`src/design/oanc_pkg.sv`:
```
`timescale 1ns / 1ps
// ----------------------------------------------------------------------------
// oanc_pkg
// types, register codes and constants of the obstacle avoiding nav controller
// ----------------------------------------------------------------------------
package oanc_pkg;

    localparam int AVG_SAMPLES_DEF = 3;

    localparam int DIST_W  = 16;
    localparam int TICKS_W = 8;
    localparam int LED_W   = 4;

    // apb side
    localparam int APB_DATA_W = 32;
    localparam int APB_ADDR_W = 5;

    // register indexes, byte address is 4 * index
    typedef enum logic [2:0] {
        CFG_STOP_DIST   = 3'd0,
        CFG_OBST_DIST   = 3'd1,
        CFG_CLEAR_FRONT = 3'd2,
        CFG_OPEN_RIGHT  = 3'd3,
        CFG_LED_NEAR    = 3'd4,
        CFG_LED_MID     = 3'd5,
        CFG_LED_FAR     = 3'd6
    } t_cfg_idx;

    localparam logic [DIST_W-1:0] RST_STOP_DIST   = 16'd20;
    localparam logic [DIST_W-1:0] RST_OBST_DIST   = 16'd70;
    localparam logic [DIST_W-1:0] RST_CLEAR_FRONT = 16'd100;
    localparam logic [DIST_W-1:0] RST_OPEN_RIGHT  = 16'd100;
    localparam logic [DIST_W-1:0] RST_LED_NEAR    = 16'd15;
    localparam logic [DIST_W-1:0] RST_LED_MID     = 16'd30;
    localparam logic [DIST_W-1:0] RST_LED_FAR     = 16'd70;

    typedef struct packed {
        logic [DIST_W-1:0] stop_dist;
        logic [DIST_W-1:0] obst_dist;
        logic [DIST_W-1:0] clear_front;
        logic [DIST_W-1:0] open_right;
        logic [DIST_W-1:0] led_near;
        logic [DIST_W-1:0] led_mid;
        logic [DIST_W-1:0] led_far;
    } t_cfg;

    typedef enum logic [1:0] {
        NAV_FORWARD = 2'd0,
        NAV_DECIDE  = 2'd1,
        NAV_TURN    = 2'd2
    } t_nav_state;

    typedef enum logic [1:0] {
        DRV_FORWARD = 2'd0,
        DRV_STOP    = 2'd1,
        DRV_RIGHT   = 2'd2,
        DRV_LEFT    = 2'd3
    } t_drive;

    localparam logic [LED_W-1:0] LED_NEAR_ZONE = 4'b0001;
    localparam logic [LED_W-1:0] LED_MID_ZONE  = 4'b0010;
    localparam logic [LED_W-1:0] LED_FAR_ZONE  = 4'b0100;
    localparam logic [LED_W-1:0] LED_OPEN_ZONE = 4'b1000;

    // sample = (ticks*256 - 200) / 58, by reciprocal 2^22 / 58 rounded up
    localparam logic [DIST_W-1:0] SAMPLE_OFFSET     = 16'd200;
    localparam int                SAMPLE_RECIP_W    = 17;
    localparam logic [16:0]       SAMPLE_RECIP      = 17'd72316;
    localparam int                SAMPLE_SHIFT      = 22;
    localparam int                SAMPLE_Q_W        = 11;
    localparam logic [DIST_W-1:0] SAMPLE_ZERO_TICKS = 16'hFFFD;

endpackage

```
`src/design/oanc_in_if.sv`:
```
`timescale 1ns / 1ps
// ----------------------------------------------------------------------------
// oanc_in_if
// poll channel: echo level, echo tick count and front distance
// ----------------------------------------------------------------------------
interface oanc_in_if;
    import oanc_pkg::*;

    logic               valid;
    logic               ready;
    logic               echo_level;
    logic [TICKS_W-1:0] echo_ticks;
    logic [DIST_W-1:0]  front_distance;

    modport source (output valid, output echo_level, output echo_ticks,
                    output front_distance, input ready);
    modport sink   (input valid, input echo_level, input echo_ticks,
                    input front_distance, output ready);
endinterface

```
`src/design/oanc_out_if.sv`:
```
`timescale 1ns / 1ps
// ----------------------------------------------------------------------------
// oanc_out_if
// result channel: motor drive, zone leds, right distance, nav state, echo done
// ----------------------------------------------------------------------------
interface oanc_out_if;
    import oanc_pkg::*;

    logic              valid;
    logic              ready;
    logic [1:0]        motor_drive;
    logic [LED_W-1:0]  led_pattern;
    logic [DIST_W-1:0] right_distance_out;
    logic [1:0]        nav_state_out;
    logic              echo_done;

    modport source (output valid, output motor_drive, output led_pattern,
                    output right_distance_out, output nav_state_out,
                    output echo_done, input ready);
    modport sink   (input valid, input motor_drive, input led_pattern,
                    input right_distance_out, input nav_state_out,
                    input echo_done, output ready);
endinterface

```
`src/design/oanc_cfg_regs.sv`:
```
`timescale 1ns / 1ps
// ----------------------------------------------------------------------------
// oanc_cfg_regs
// apb register file holding the distance thresholds and led band limits
// ----------------------------------------------------------------------------
module oanc_cfg_regs (
    input  logic                            i_clk,
    input  logic                            i_rst_n,
    input  logic                            psel,
    input  logic                            penable,
    input  logic                            pwrite,
    input  logic [oanc_pkg::APB_ADDR_W-1:0] paddr,
    input  logic [oanc_pkg::APB_DATA_W-1:0] pwdata,
    output logic [oanc_pkg::APB_DATA_W-1:0] prdata,
    output logic                            pready,
    output oanc_pkg::t_cfg                  o_cfg
);
    import oanc_pkg::*;

    t_cfg              r_cfg;
    t_cfg              n_cfg;
    logic [2:0]        w_idx;
    logic              w_wr;
    logic [DIST_W-1:0] w_wdata;
    logic [DIST_W-1:0] w_rdata;

    assign w_idx   = paddr[4:2];
    assign w_wr    = psel && penable && pwrite;
    assign w_wdata = pwdata[DIST_W-1:0];
    assign pready  = 1'b1;
    assign o_cfg   = r_cfg;

    always_comb begin
        n_cfg = r_cfg;
        if (w_wr) begin
            unique case (w_idx)
                CFG_STOP_DIST:   n_cfg.stop_dist   = w_wdata;
                CFG_OBST_DIST:   n_cfg.obst_dist   = w_wdata;
                CFG_CLEAR_FRONT: n_cfg.clear_front = w_wdata;
                CFG_OPEN_RIGHT:  n_cfg.open_right  = w_wdata;
                CFG_LED_NEAR:    n_cfg.led_near    = w_wdata;
                CFG_LED_MID:     n_cfg.led_mid     = w_wdata;
                CFG_LED_FAR:     n_cfg.led_far     = w_wdata;
                default:         n_cfg = r_cfg;
            endcase
        end
    end

    always_comb begin
        unique case (w_idx)
            CFG_STOP_DIST:   w_rdata = r_cfg.stop_dist;
            CFG_OBST_DIST:   w_rdata = r_cfg.obst_dist;
            CFG_CLEAR_FRONT: w_rdata = r_cfg.clear_front;
            CFG_OPEN_RIGHT:  w_rdata = r_cfg.open_right;
            CFG_LED_NEAR:    w_rdata = r_cfg.led_near;
            CFG_LED_MID:     w_rdata = r_cfg.led_mid;
            CFG_LED_FAR:     w_rdata = r_cfg.led_far;
            default:         w_rdata = '0;
        endcase
    end

    assign prdata = APB_DATA_W'(w_rdata);

    always_ff @(posedge i_clk) begin
        if (!i_rst_n) begin
            r_cfg.stop_dist   <= RST_STOP_DIST;
            r_cfg.obst_dist   <= RST_OBST_DIST;
            r_cfg.clear_front <= RST_CLEAR_FRONT;
            r_cfg.open_right  <= RST_OPEN_RIGHT;
            r_cfg.led_near    <= RST_LED_NEAR;
            r_cfg.led_mid     <= RST_LED_MID;
            r_cfg.led_far     <= RST_LED_FAR;
        end else begin
            r_cfg <= n_cfg;
        end
    end

endmodule

```
`src/design/obstacle_avoid_nav_controller_unit.sv`:
```
`timescale 1ns / 1ps
// ----------------------------------------------------------------------------
// obstacle_avoid_nav_controller_unit
// right echo sampling and averaging, front zone leds, forward/decide/turn drive
//
//   channel   dir  handshake       carries
//   i_in      in   valid / ready   echo_level, echo_ticks, front_distance
//   o_out     out  valid / ready   motor_drive, led_pattern, right_distance_out,
//                                  nav_state_out, echo_done
//   apb       in   psel / penable  threshold and led band registers
//
// two register stages: the input register holds the tick count already turned
// into a sample, the result register takes the item after the averaging and
// state update. one transaction per cycle while the result channel is not stalled.
// the result register and the input register each act as a buffer, so a
// stalled output holds up the input only once both are full.
// synchronous reset clears the state, samples and valids, presets thresholds.
// ----------------------------------------------------------------------------
module obstacle_avoid_nav_controller_unit #(
    parameter int AVG_SAMPLES = oanc_pkg::AVG_SAMPLES_DEF
) (
    input  logic                            i_clk,
    input  logic                            i_rst_n,
    oanc_in_if.sink                         i_in,
    oanc_out_if.source                      o_out,
    input  logic                            psel,
    input  logic                            penable,
    input  logic                            pwrite,
    input  logic [oanc_pkg::APB_ADDR_W-1:0] paddr,
    input  logic [oanc_pkg::APB_DATA_W-1:0] pwdata,
    output logic [oanc_pkg::APB_DATA_W-1:0] prdata,
    output logic                            pready
);
    import oanc_pkg::*;

    localparam int IDX_W  = (AVG_SAMPLES > 2) ? $clog2(AVG_SAMPLES) : 1;
    localparam int SUM_W  = DIST_W + $clog2(AVG_SAMPLES);
    localparam int DIV_SH = SUM_W + $clog2(AVG_SAMPLES);
    localparam int RECIP_W = DIV_SH + 1;
    localparam logic [RECIP_W-1:0] AVG_RECIP =
        RECIP_W'(((2 ** DIV_SH) + AVG_SAMPLES - 1) / AVG_SAMPLES);
    localparam logic [IDX_W:0]   IDX_LIMIT = (IDX_W + 1)'(AVG_SAMPLES);
    localparam logic [IDX_W-1:0] IDX_LAST  = IDX_W'(AVG_SAMPLES - 1);

    t_cfg w_cfg;

    oanc_cfg_regs u_cfg_regs (
        .i_clk   (i_clk),
        .i_rst_n (i_rst_n),
        .psel    (psel),
        .penable (penable),
        .pwrite  (pwrite),
        .paddr   (paddr),
        .pwdata  (pwdata),
        .prdata  (prdata),
        .pready  (pready),
        .o_cfg   (w_cfg)
    );

    logic              r_in_vld;
    logic              r_in_level;
    logic [DIST_W-1:0] r_in_sample;
    logic [DIST_W-1:0] r_in_front;

    // handshake
    logic w_out_free;
    logic w_proc;
    logic w_take;

    assign w_out_free = !o_out.valid || o_out.ready;
    assign w_proc     = r_in_vld && w_out_free;
    assign i_in.ready = !r_in_vld || w_out_free;
    assign w_take     = i_in.valid && i_in.ready;

    // tick count to sample at the input side
    logic [DIST_W-1:0]                w_num;
    logic [DIST_W+SAMPLE_RECIP_W-1:0] w_sprod;
    logic [DIST_W-1:0]                w_sample;

    assign w_num    = {i_in.echo_ticks, 8'h00} - SAMPLE_OFFSET;
    assign w_sprod  = w_num * SAMPLE_RECIP;
    assign w_sample = (i_in.echo_ticks == '0) ? SAMPLE_ZERO_TICKS
                    : DIST_W'(w_sprod[SAMPLE_SHIFT +: SAMPLE_Q_W]);

    always_ff @(posedge i_clk) begin
        if (!i_rst_n) begin
            r_in_vld <= 1'b0;
        end else if (w_take) begin
            r_in_vld <= 1'b1;
        end else if (w_proc) begin
            r_in_vld <= 1'b0;
        end
    end

    always_ff @(posedge i_clk) begin
        if (w_take) begin
            r_in_level  <= i_in.echo_level;
            r_in_sample <= w_sample;
            r_in_front  <= i_in.front_distance;
        end
    end

    // state
    logic              r_armed,  n_armed;
    logic [IDX_W-1:0]  r_idx,    n_idx;
    logic [DIST_W-1:0] r_samples [AVG_SAMPLES];
    logic [DIST_W-1:0] r_rdist,  n_rdist;
    t_nav_state        r_nav,    n_nav;
    t_drive            r_drive,  n_drive;
    logic [LED_W-1:0]  r_led,    n_led;
    logic              n_done;

    logic [IDX_W-1:0]       w_idx_eff;
    logic                   w_consume;
    logic [SUM_W-1:0]       w_sum;
    logic [SUM_W+RECIP_W-1:0] w_aprod;
    logic [DIST_W-1:0]      w_avg;

    assign w_consume = w_proc && !r_in_level && r_armed;
    // an out of range slot restarts at slot zero
    assign w_idx_eff = ({1'b0, r_idx} >= IDX_LIMIT) ? '0 : r_idx;

    always_comb begin
        w_sum = '0;
        for (int k = 0; k < AVG_SAMPLES; k++) begin
            w_sum = w_sum + SUM_W'((w_idx_eff == IDX_W'(k)) ? r_in_sample : r_samples[k]);
        end
    end

    assign w_aprod = w_sum * AVG_RECIP;
    assign w_avg   = w_aprod[DIV_SH +: DIST_W];

    always_comb begin
        n_armed = r_armed;
        n_idx   = r_idx;
        n_rdist = r_rdist;
        n_nav   = r_nav;
        n_drive = r_drive;
        n_led   = r_led;
        n_done  = 1'b0;
        if (w_proc) begin
            if (r_in_level) begin
                n_armed = 1'b1;
            end else if (r_armed) begin
                n_armed = 1'b0;
                n_done  = 1'b1;
                if (w_idx_eff == IDX_LAST) begin
                    n_rdist = w_avg;
                    n_idx   = '0;
                end else begin
                    n_idx = w_idx_eff + 1'b1;
                end
            end

            if (r_in_front != '0 && n_rdist != '0) begin
                // band edges are exclusive, a front on an edge keeps the leds
                priority if (r_in_front < w_cfg.led_near) begin
                    n_led = LED_NEAR_ZONE;
                end else if (r_in_front > w_cfg.led_near && r_in_front < w_cfg.led_mid) begin
                    n_led = LED_MID_ZONE;
                end else if (r_in_front > w_cfg.led_mid && r_in_front < w_cfg.led_far) begin
                    n_led = LED_FAR_ZONE;
                end else if (r_in_front > w_cfg.led_far) begin
                    n_led = LED_OPEN_ZONE;
                end else begin
                    n_led = r_led;
                end

                unique case (r_nav)
                    NAV_FORWARD: begin
                        n_drive = DRV_FORWARD;
                        if (r_in_front < w_cfg.obst_dist) begin
                            n_nav   = NAV_DECIDE;
                            n_drive = DRV_STOP;
                        end
                    end
                    NAV_DECIDE: begin
                        n_nav   = NAV_TURN;
                        n_drive = (n_rdist > w_cfg.open_right) ? DRV_RIGHT : DRV_LEFT;
                    end
                    NAV_TURN: begin
                        if (r_in_front > w_cfg.clear_front) begin
                            n_nav   = NAV_FORWARD;
                            n_drive = DRV_FORWARD;
                        end
                    end
                    default: begin
                        n_nav = r_nav;
                    end
                endcase

                if (r_in_front < w_cfg.stop_dist) begin
                    n_drive = DRV_STOP;
                end
            end
        end
    end

    always_ff @(posedge i_clk) begin
        if (!i_rst_n) begin
            r_armed <= 1'b0;
            r_idx   <= '0;
            r_rdist <= '0;
            r_nav   <= NAV_FORWARD;
            r_drive <= DRV_FORWARD;
            r_led   <= '0;
        end else begin
            r_armed <= n_armed;
            r_idx   <= n_idx;
            r_rdist <= n_rdist;
            r_nav   <= n_nav;
            r_drive <= n_drive;
            r_led   <= n_led;
        end
    end

    always_ff @(posedge i_clk) begin
        if (!i_rst_n) begin
            for (int k = 0; k < AVG_SAMPLES; k++) begin
                r_samples[k] <= '0;
            end
        end else if (w_consume) begin
            r_samples[w_idx_eff] <= r_in_sample;
        end
    end

    // result register
    logic              r_out_vld;
    t_drive            r_out_drive;
    logic [LED_W-1:0]  r_out_led;
    logic [DIST_W-1:0] r_out_rdist;
    t_nav_state        r_out_nav;
    logic              r_out_done;

    always_ff @(posedge i_clk) begin
        if (!i_rst_n) begin
            r_out_vld <= 1'b0;
        end else if (w_proc) begin
            r_out_vld <= 1'b1;
        end else if (o_out.ready) begin
            r_out_vld <= 1'b0;
        end
    end

    always_ff @(posedge i_clk) begin
        if (w_proc) begin
            r_out_drive <= n_drive;
            r_out_led   <= n_led;
            r_out_rdist <= n_rdist;
            r_out_nav   <= n_nav;
            r_out_done  <= n_done;
        end
    end

    assign o_out.valid              = r_out_vld;
    assign o_out.motor_drive        = r_out_drive;
    assign o_out.led_pattern        = r_out_led;
    assign o_out.right_distance_out = r_out_rdist;
    assign o_out.nav_state_out      = r_out_nav;
    assign o_out.echo_done          = r_out_done;

endmodule

```
`src/flat_wrapper.sv`:
```
// flat-port wrapper written by rule: the top's interface ports become plain ports
module obstacle_avoid_nav_controller_unit_flat import oanc_pkg::*;
#(
    parameter int AVG_SAMPLES = oanc_pkg::AVG_SAMPLES_DEF
)
  (i_clk, i_rst_n, psel, penable, pwrite, paddr, pwdata, prdata, pready, i_in_valid, i_in_echo_level, i_in_echo_ticks, i_in_front_distance, i_in_ready, o_out_valid, o_out_motor_drive, o_out_led_pattern, o_out_right_distance_out, o_out_nav_state_out, o_out_echo_done, o_out_ready);
  oanc_in_if i_in_i ();
  oanc_out_if o_out_i ();
  input  logic i_clk;
  input  logic i_rst_n;
  input  logic psel;
  input  logic penable;
  input  logic pwrite;
  input  logic [oanc_pkg::APB_ADDR_W-1:0] paddr;
  input  logic [oanc_pkg::APB_DATA_W-1:0] pwdata;
  output logic [oanc_pkg::APB_DATA_W-1:0] prdata;
  output logic pready;
  input wire logic [$bits(i_in_i.valid)-1:0] i_in_valid;
  input wire logic [$bits(i_in_i.echo_level)-1:0] i_in_echo_level;
  input wire logic [$bits(i_in_i.echo_ticks)-1:0] i_in_echo_ticks;
  input wire logic [$bits(i_in_i.front_distance)-1:0] i_in_front_distance;
  output wire logic [$bits(i_in_i.ready)-1:0] i_in_ready;
  output wire logic [$bits(o_out_i.valid)-1:0] o_out_valid;
  output wire logic [$bits(o_out_i.motor_drive)-1:0] o_out_motor_drive;
  output wire logic [$bits(o_out_i.led_pattern)-1:0] o_out_led_pattern;
  output wire logic [$bits(o_out_i.right_distance_out)-1:0] o_out_right_distance_out;
  output wire logic [$bits(o_out_i.nav_state_out)-1:0] o_out_nav_state_out;
  output wire logic [$bits(o_out_i.echo_done)-1:0] o_out_echo_done;
  input wire logic [$bits(o_out_i.ready)-1:0] o_out_ready;
  assign i_in_i.valid = i_in_valid;
  assign i_in_i.echo_level = i_in_echo_level;
  assign i_in_i.echo_ticks = i_in_echo_ticks;
  assign i_in_i.front_distance = i_in_front_distance;
  assign i_in_ready = i_in_i.ready;
  assign o_out_valid = o_out_i.valid;
  assign o_out_motor_drive = o_out_i.motor_drive;
  assign o_out_led_pattern = o_out_i.led_pattern;
  assign o_out_right_distance_out = o_out_i.right_distance_out;
  assign o_out_nav_state_out = o_out_i.nav_state_out;
  assign o_out_echo_done = o_out_i.echo_done;
  assign o_out_i.ready = o_out_ready;
  obstacle_avoid_nav_controller_unit #(.AVG_SAMPLES(AVG_SAMPLES)) u_core (.i_clk(i_clk), .i_rst_n(i_rst_n), .i_in(i_in_i), .o_out(o_out_i), .psel(psel), .penable(penable), .pwrite(pwrite), .paddr(paddr), .pwdata(pwdata), .prdata(prdata), .pready(pready));
endmodule
```
`config.mk`:
```
export PLATFORM = sky130hd
export DESIGN_NAME = obstacle_avoid_nav_controller_unit_flat
export DESIGN_NICKNAME = d
export VERILOG_FILES = /design/src/design/oanc_pkg.sv /design/src/design/oanc_in_if.sv /design/src/design/oanc_out_if.sv /design/src/design/oanc_cfg_regs.sv /design/src/design/obstacle_avoid_nav_controller_unit.sv /design/src/flat_wrapper.sv
export SDC_FILE = /design/constraint.sdc
export NUM_CORES = 1
export LEC_CHECK = 0
export BUFFER_PORTS_ARGS = -buffer_cell sky130_fd_sc_hd__buf_2
export CORE_MARGIN = 5
export CORE_UTILIZATION = 60
export CTS_CLUSTER_DIAMETER = 50
export CTS_CLUSTER_SIZE = 28
export DETAILED_ROUTE_END_ITERATION = 6
export GPL_ROUTABILITY_DRIVEN = 1
export PLACE_DENSITY = 0.89
export SLEW_MARGIN = 0
export SYNTH_ARGS = -nofsm -noshare
export SYNTH_HDL_FRONTEND = slang
export SYNTH_SLANG_ARGS = --single-unit
```
`constraint.sdc`:
```
create_clock -name i_clk -period 17.6 [get_ports i_clk]
set_input_delay 0.88 -clock i_clk [delete_from_list [all_inputs] [get_ports i_clk]]
set_output_delay 0.88 -clock i_clk [all_outputs]
set_load 0.05 [all_outputs]
```
==> results.md <==
* Most used DFF post-synth: dfxtp_1
* NumNets Final at about 3,100
* Register bit total from synthesis at about 230
* CTS buffer count at 26
* Die Wd at 202 um
* Post-DP HPWL at 44,300 um
* CP Max Fanout at 14
* Crit Path Class: reg -> reg
* Vias per cell at ~6
* Cell Area, Synth at 22,100 um^2
* Layout cells sized above 1 at 0.0766
* Critical path required time at between 15 and 20 ns
* Layout area overhead at 7.98%
* Top area cells in the synthesized netlist: ha_1 20%, fa_1 14%, dfxtp_1 13%, edfxtp_1 12%, inv_1 7.0%
* Congestion Overflow GR at 0
* Min Tclk post-route at around 12 ns
* Largest net degree at the start of global routing at 97
* Longest Clk Path Bufs at 3
* Height of the die at ~200 um
* First-pass GRT wire length at slightly above 90,000 um
* Top-Level Pins at 129
* Initial antenna violation count at 3
* Final antenna-violating net count at 0
* Synth async-reset ratio at 0
* Global Route Usage Sum at 0.270
* Clock latency on the worst-skew pair at 0.56 ns
* Final hold vios at 0
* Max Cap Viol at 0
* # hold bufs at CTS at 0
* PortBufs at 93
* Post-CTS resize count at 0
* Clk slew on worst S/H paths at 0.07 ns
* Hold path cells at 2
* Hold Crit Class: reg -> reg
* Initial core utilization at 0.606
* DR DRC count at 0
* R2R depth at 33
* Most frequent cells in the layout: 412 x inv_1, 355 x ha_1, 331 x nand2_1
* Commonest non-fill, non-tap cell in the layout: inv_1
* Initial DRC Count at approximately 1,400
* Syn Area/Cell at 9.05 um^2
* Critical path endpoint category: flop
* Final setup fails at 0
* Slew Limit Fails at 0
* Setup tns final at 0 ns
* Die ar. at 40,800 um^2
* Slew @ Worst Pin at 1.08 ns
* Status: finished clean
* Sequential fraction of the synthesis area at 0.250
* Final Cycle Share at 0.655
* Critical Path Start Type: flop
* Final WL at 56,500 um
* Site row count at 70
* EDFF count, synth at 90
* Via count at 18,000
* H-Tree Depth at 1
* Root Buffer: clkbuf_16
* Fmax at 86.7 MHz
* Final Skew at between 0.02 and 0.03 ns
* Arrival @ worst endpoint at 11.98 ns
* RSZ-0062 raised after global routing: no
* Slew headroom at 0.274
* Sink Count at 231
* Synth warn at 0
* Area fraction of the dominant cell type after synthesis at 0.201
* First-pass DRT Iterations at 6
* WL/cell at 18.8 um
* Gpl congestion at 0.957
* Post-synth top area cell: ha_1
* Cell variety after synth at 77
* CORE AREA at 36,500 um^2
* Most frequent CP cell: fa_1
* CP peak stage delay at 0.76 ns
* CTS tree: done
* Post-CTS Setup Inserts at 0
* Number of global-route vias before repair at 18,200
* Slowest-stage cell, CP: ha_1
* Post-synthesis cell count at 2,448
[state kept, by name, indices dropped and copies added, names as in the netlist, 4 cells and up]
signal                           count
u_core.o_out.led_pattern             4
u_core.r_rdist                      16
u_core.o_out.right_distance_out     16
u_core.r_samples                    36
u_core.u_cfg_regs.o_cfg            112
u_core.r_in_sample                  12
u_core.r_in_front                   16
u_core.r_led                         4
[cells by family after synthesis]
kind of cell,count (synthesis),share of synthesized area
and+or+nand+nor,619,0.129
adders and majority gates,512,0.343
buffers and inverters,503,0.0883
AOI/OAI and AO/OA,459,0.131
DFF,231,0.250
muxes,79,0.0422
xor gates and xnor gates,43,0.0170
other,2,0.000339
[final timing paths]
kind,from,endpoint,slack [ns]
setup / recovery,u_core.r_idx[0]$_SDFFE_PN0P_,u_core.r_nav[1]$_SDFF_PN0_,6.07
setup reg to reg,u_core.r_idx[0]$_SDFFE_PN0P_,u_core.r_nav[1]$_SDFF_PN0_,6.07
hold reg to reg,u_core.r_armed$_SDFFE_PN0P_,u_core.r_armed$_SDFFE_PN0P_,0.45
hold / removal,u_core.r_armed$_SDFFE_PN0P_,u_core.r_armed$_SDFFE_PN0P_,0.45
[per-layer routing]
| layer | part of all wire | global-route usage |
|---|---|---|
| met4 | 0.037 | 0.0931 |
| met2 | 0.47 | 0.458 |
| met1 | 0.40 | 0.352 |
| met3 | 0.091 | 0.0473 |
| met5 | 0.00060 | 0 |
[worst max-delay path: cells and delay by family (launching register included)]
kind                     cells  cell delay [ns]
AND/OR/NAND/NOR              7             2.51
XOR/XNOR                     1             0.57
flip-flops                   1             0.36
buffers and inverters        5             0.28
adder cells (fa/ha/maj)     11             4.96
AO/OA/AOI/OAI                7             1.95
multiplexers                 2             0.78
[cells in the mapped netlist, types with 6 or more instances]
cell      number
buf_4         17
fa_1         157
o21a_1        24
a211oi_1      17
nand2b_1      21
inv_1        413
nand4_1       25
nor2_1        76
o21bai_1       6
and2_1        58
o31ai_1        8
mux2i_1       57
nor4_1         9
and3_1         8
nand3_1       19
xor2_1        13
nor2b_1       19
a21boi_0       6
xnor2_1       30
nor3_1        18
a21o_1        41
clkbuf_1      58
a31oi_1       10
a21oi_1      181
edfxtp_1      90
dfxtp_1      141
o211ai_1      29
o21ai_0       72
buf_1         10
nand2_1      331
mux2_2        11
o22ai_1        8
mux4_2        10
o221ai_1       7
or3_1          9
ha_1         355
[final cells by class]
cell class / count / area [um^2]
antenna: 1 / 2.50
clock buffer: 30 / 697
clock inverter: 18 / 234
fill: 2809 / 12600
inverter: 416 / 1560
multi-input combinational: 1732 / 14700
sequential: 231 / 5530
tap: 468 / 586
timing repair buffer: 106 / 563
[metrics by stage]
stage                     std cells  cell area, um^2  setup slack [ns]  hold WS, ns  utilization
after floorplan                2466            22200              7.58        0.432            -
after global placement         2953            23000              6.40        0.439        0.629
after global routing           3002            23900              5.59        0.483        0.655
after detailed placement       2953            23000              6.21        0.443        0.629
after CTS                      3001            23900              6.18        0.453        0.655
final                          3002            23900              6.07        0.452        0.655
Power is left out: the tool's default activity adds up to more than one toggle a clock period on the data nets, which glitch-free logic cannot reach.
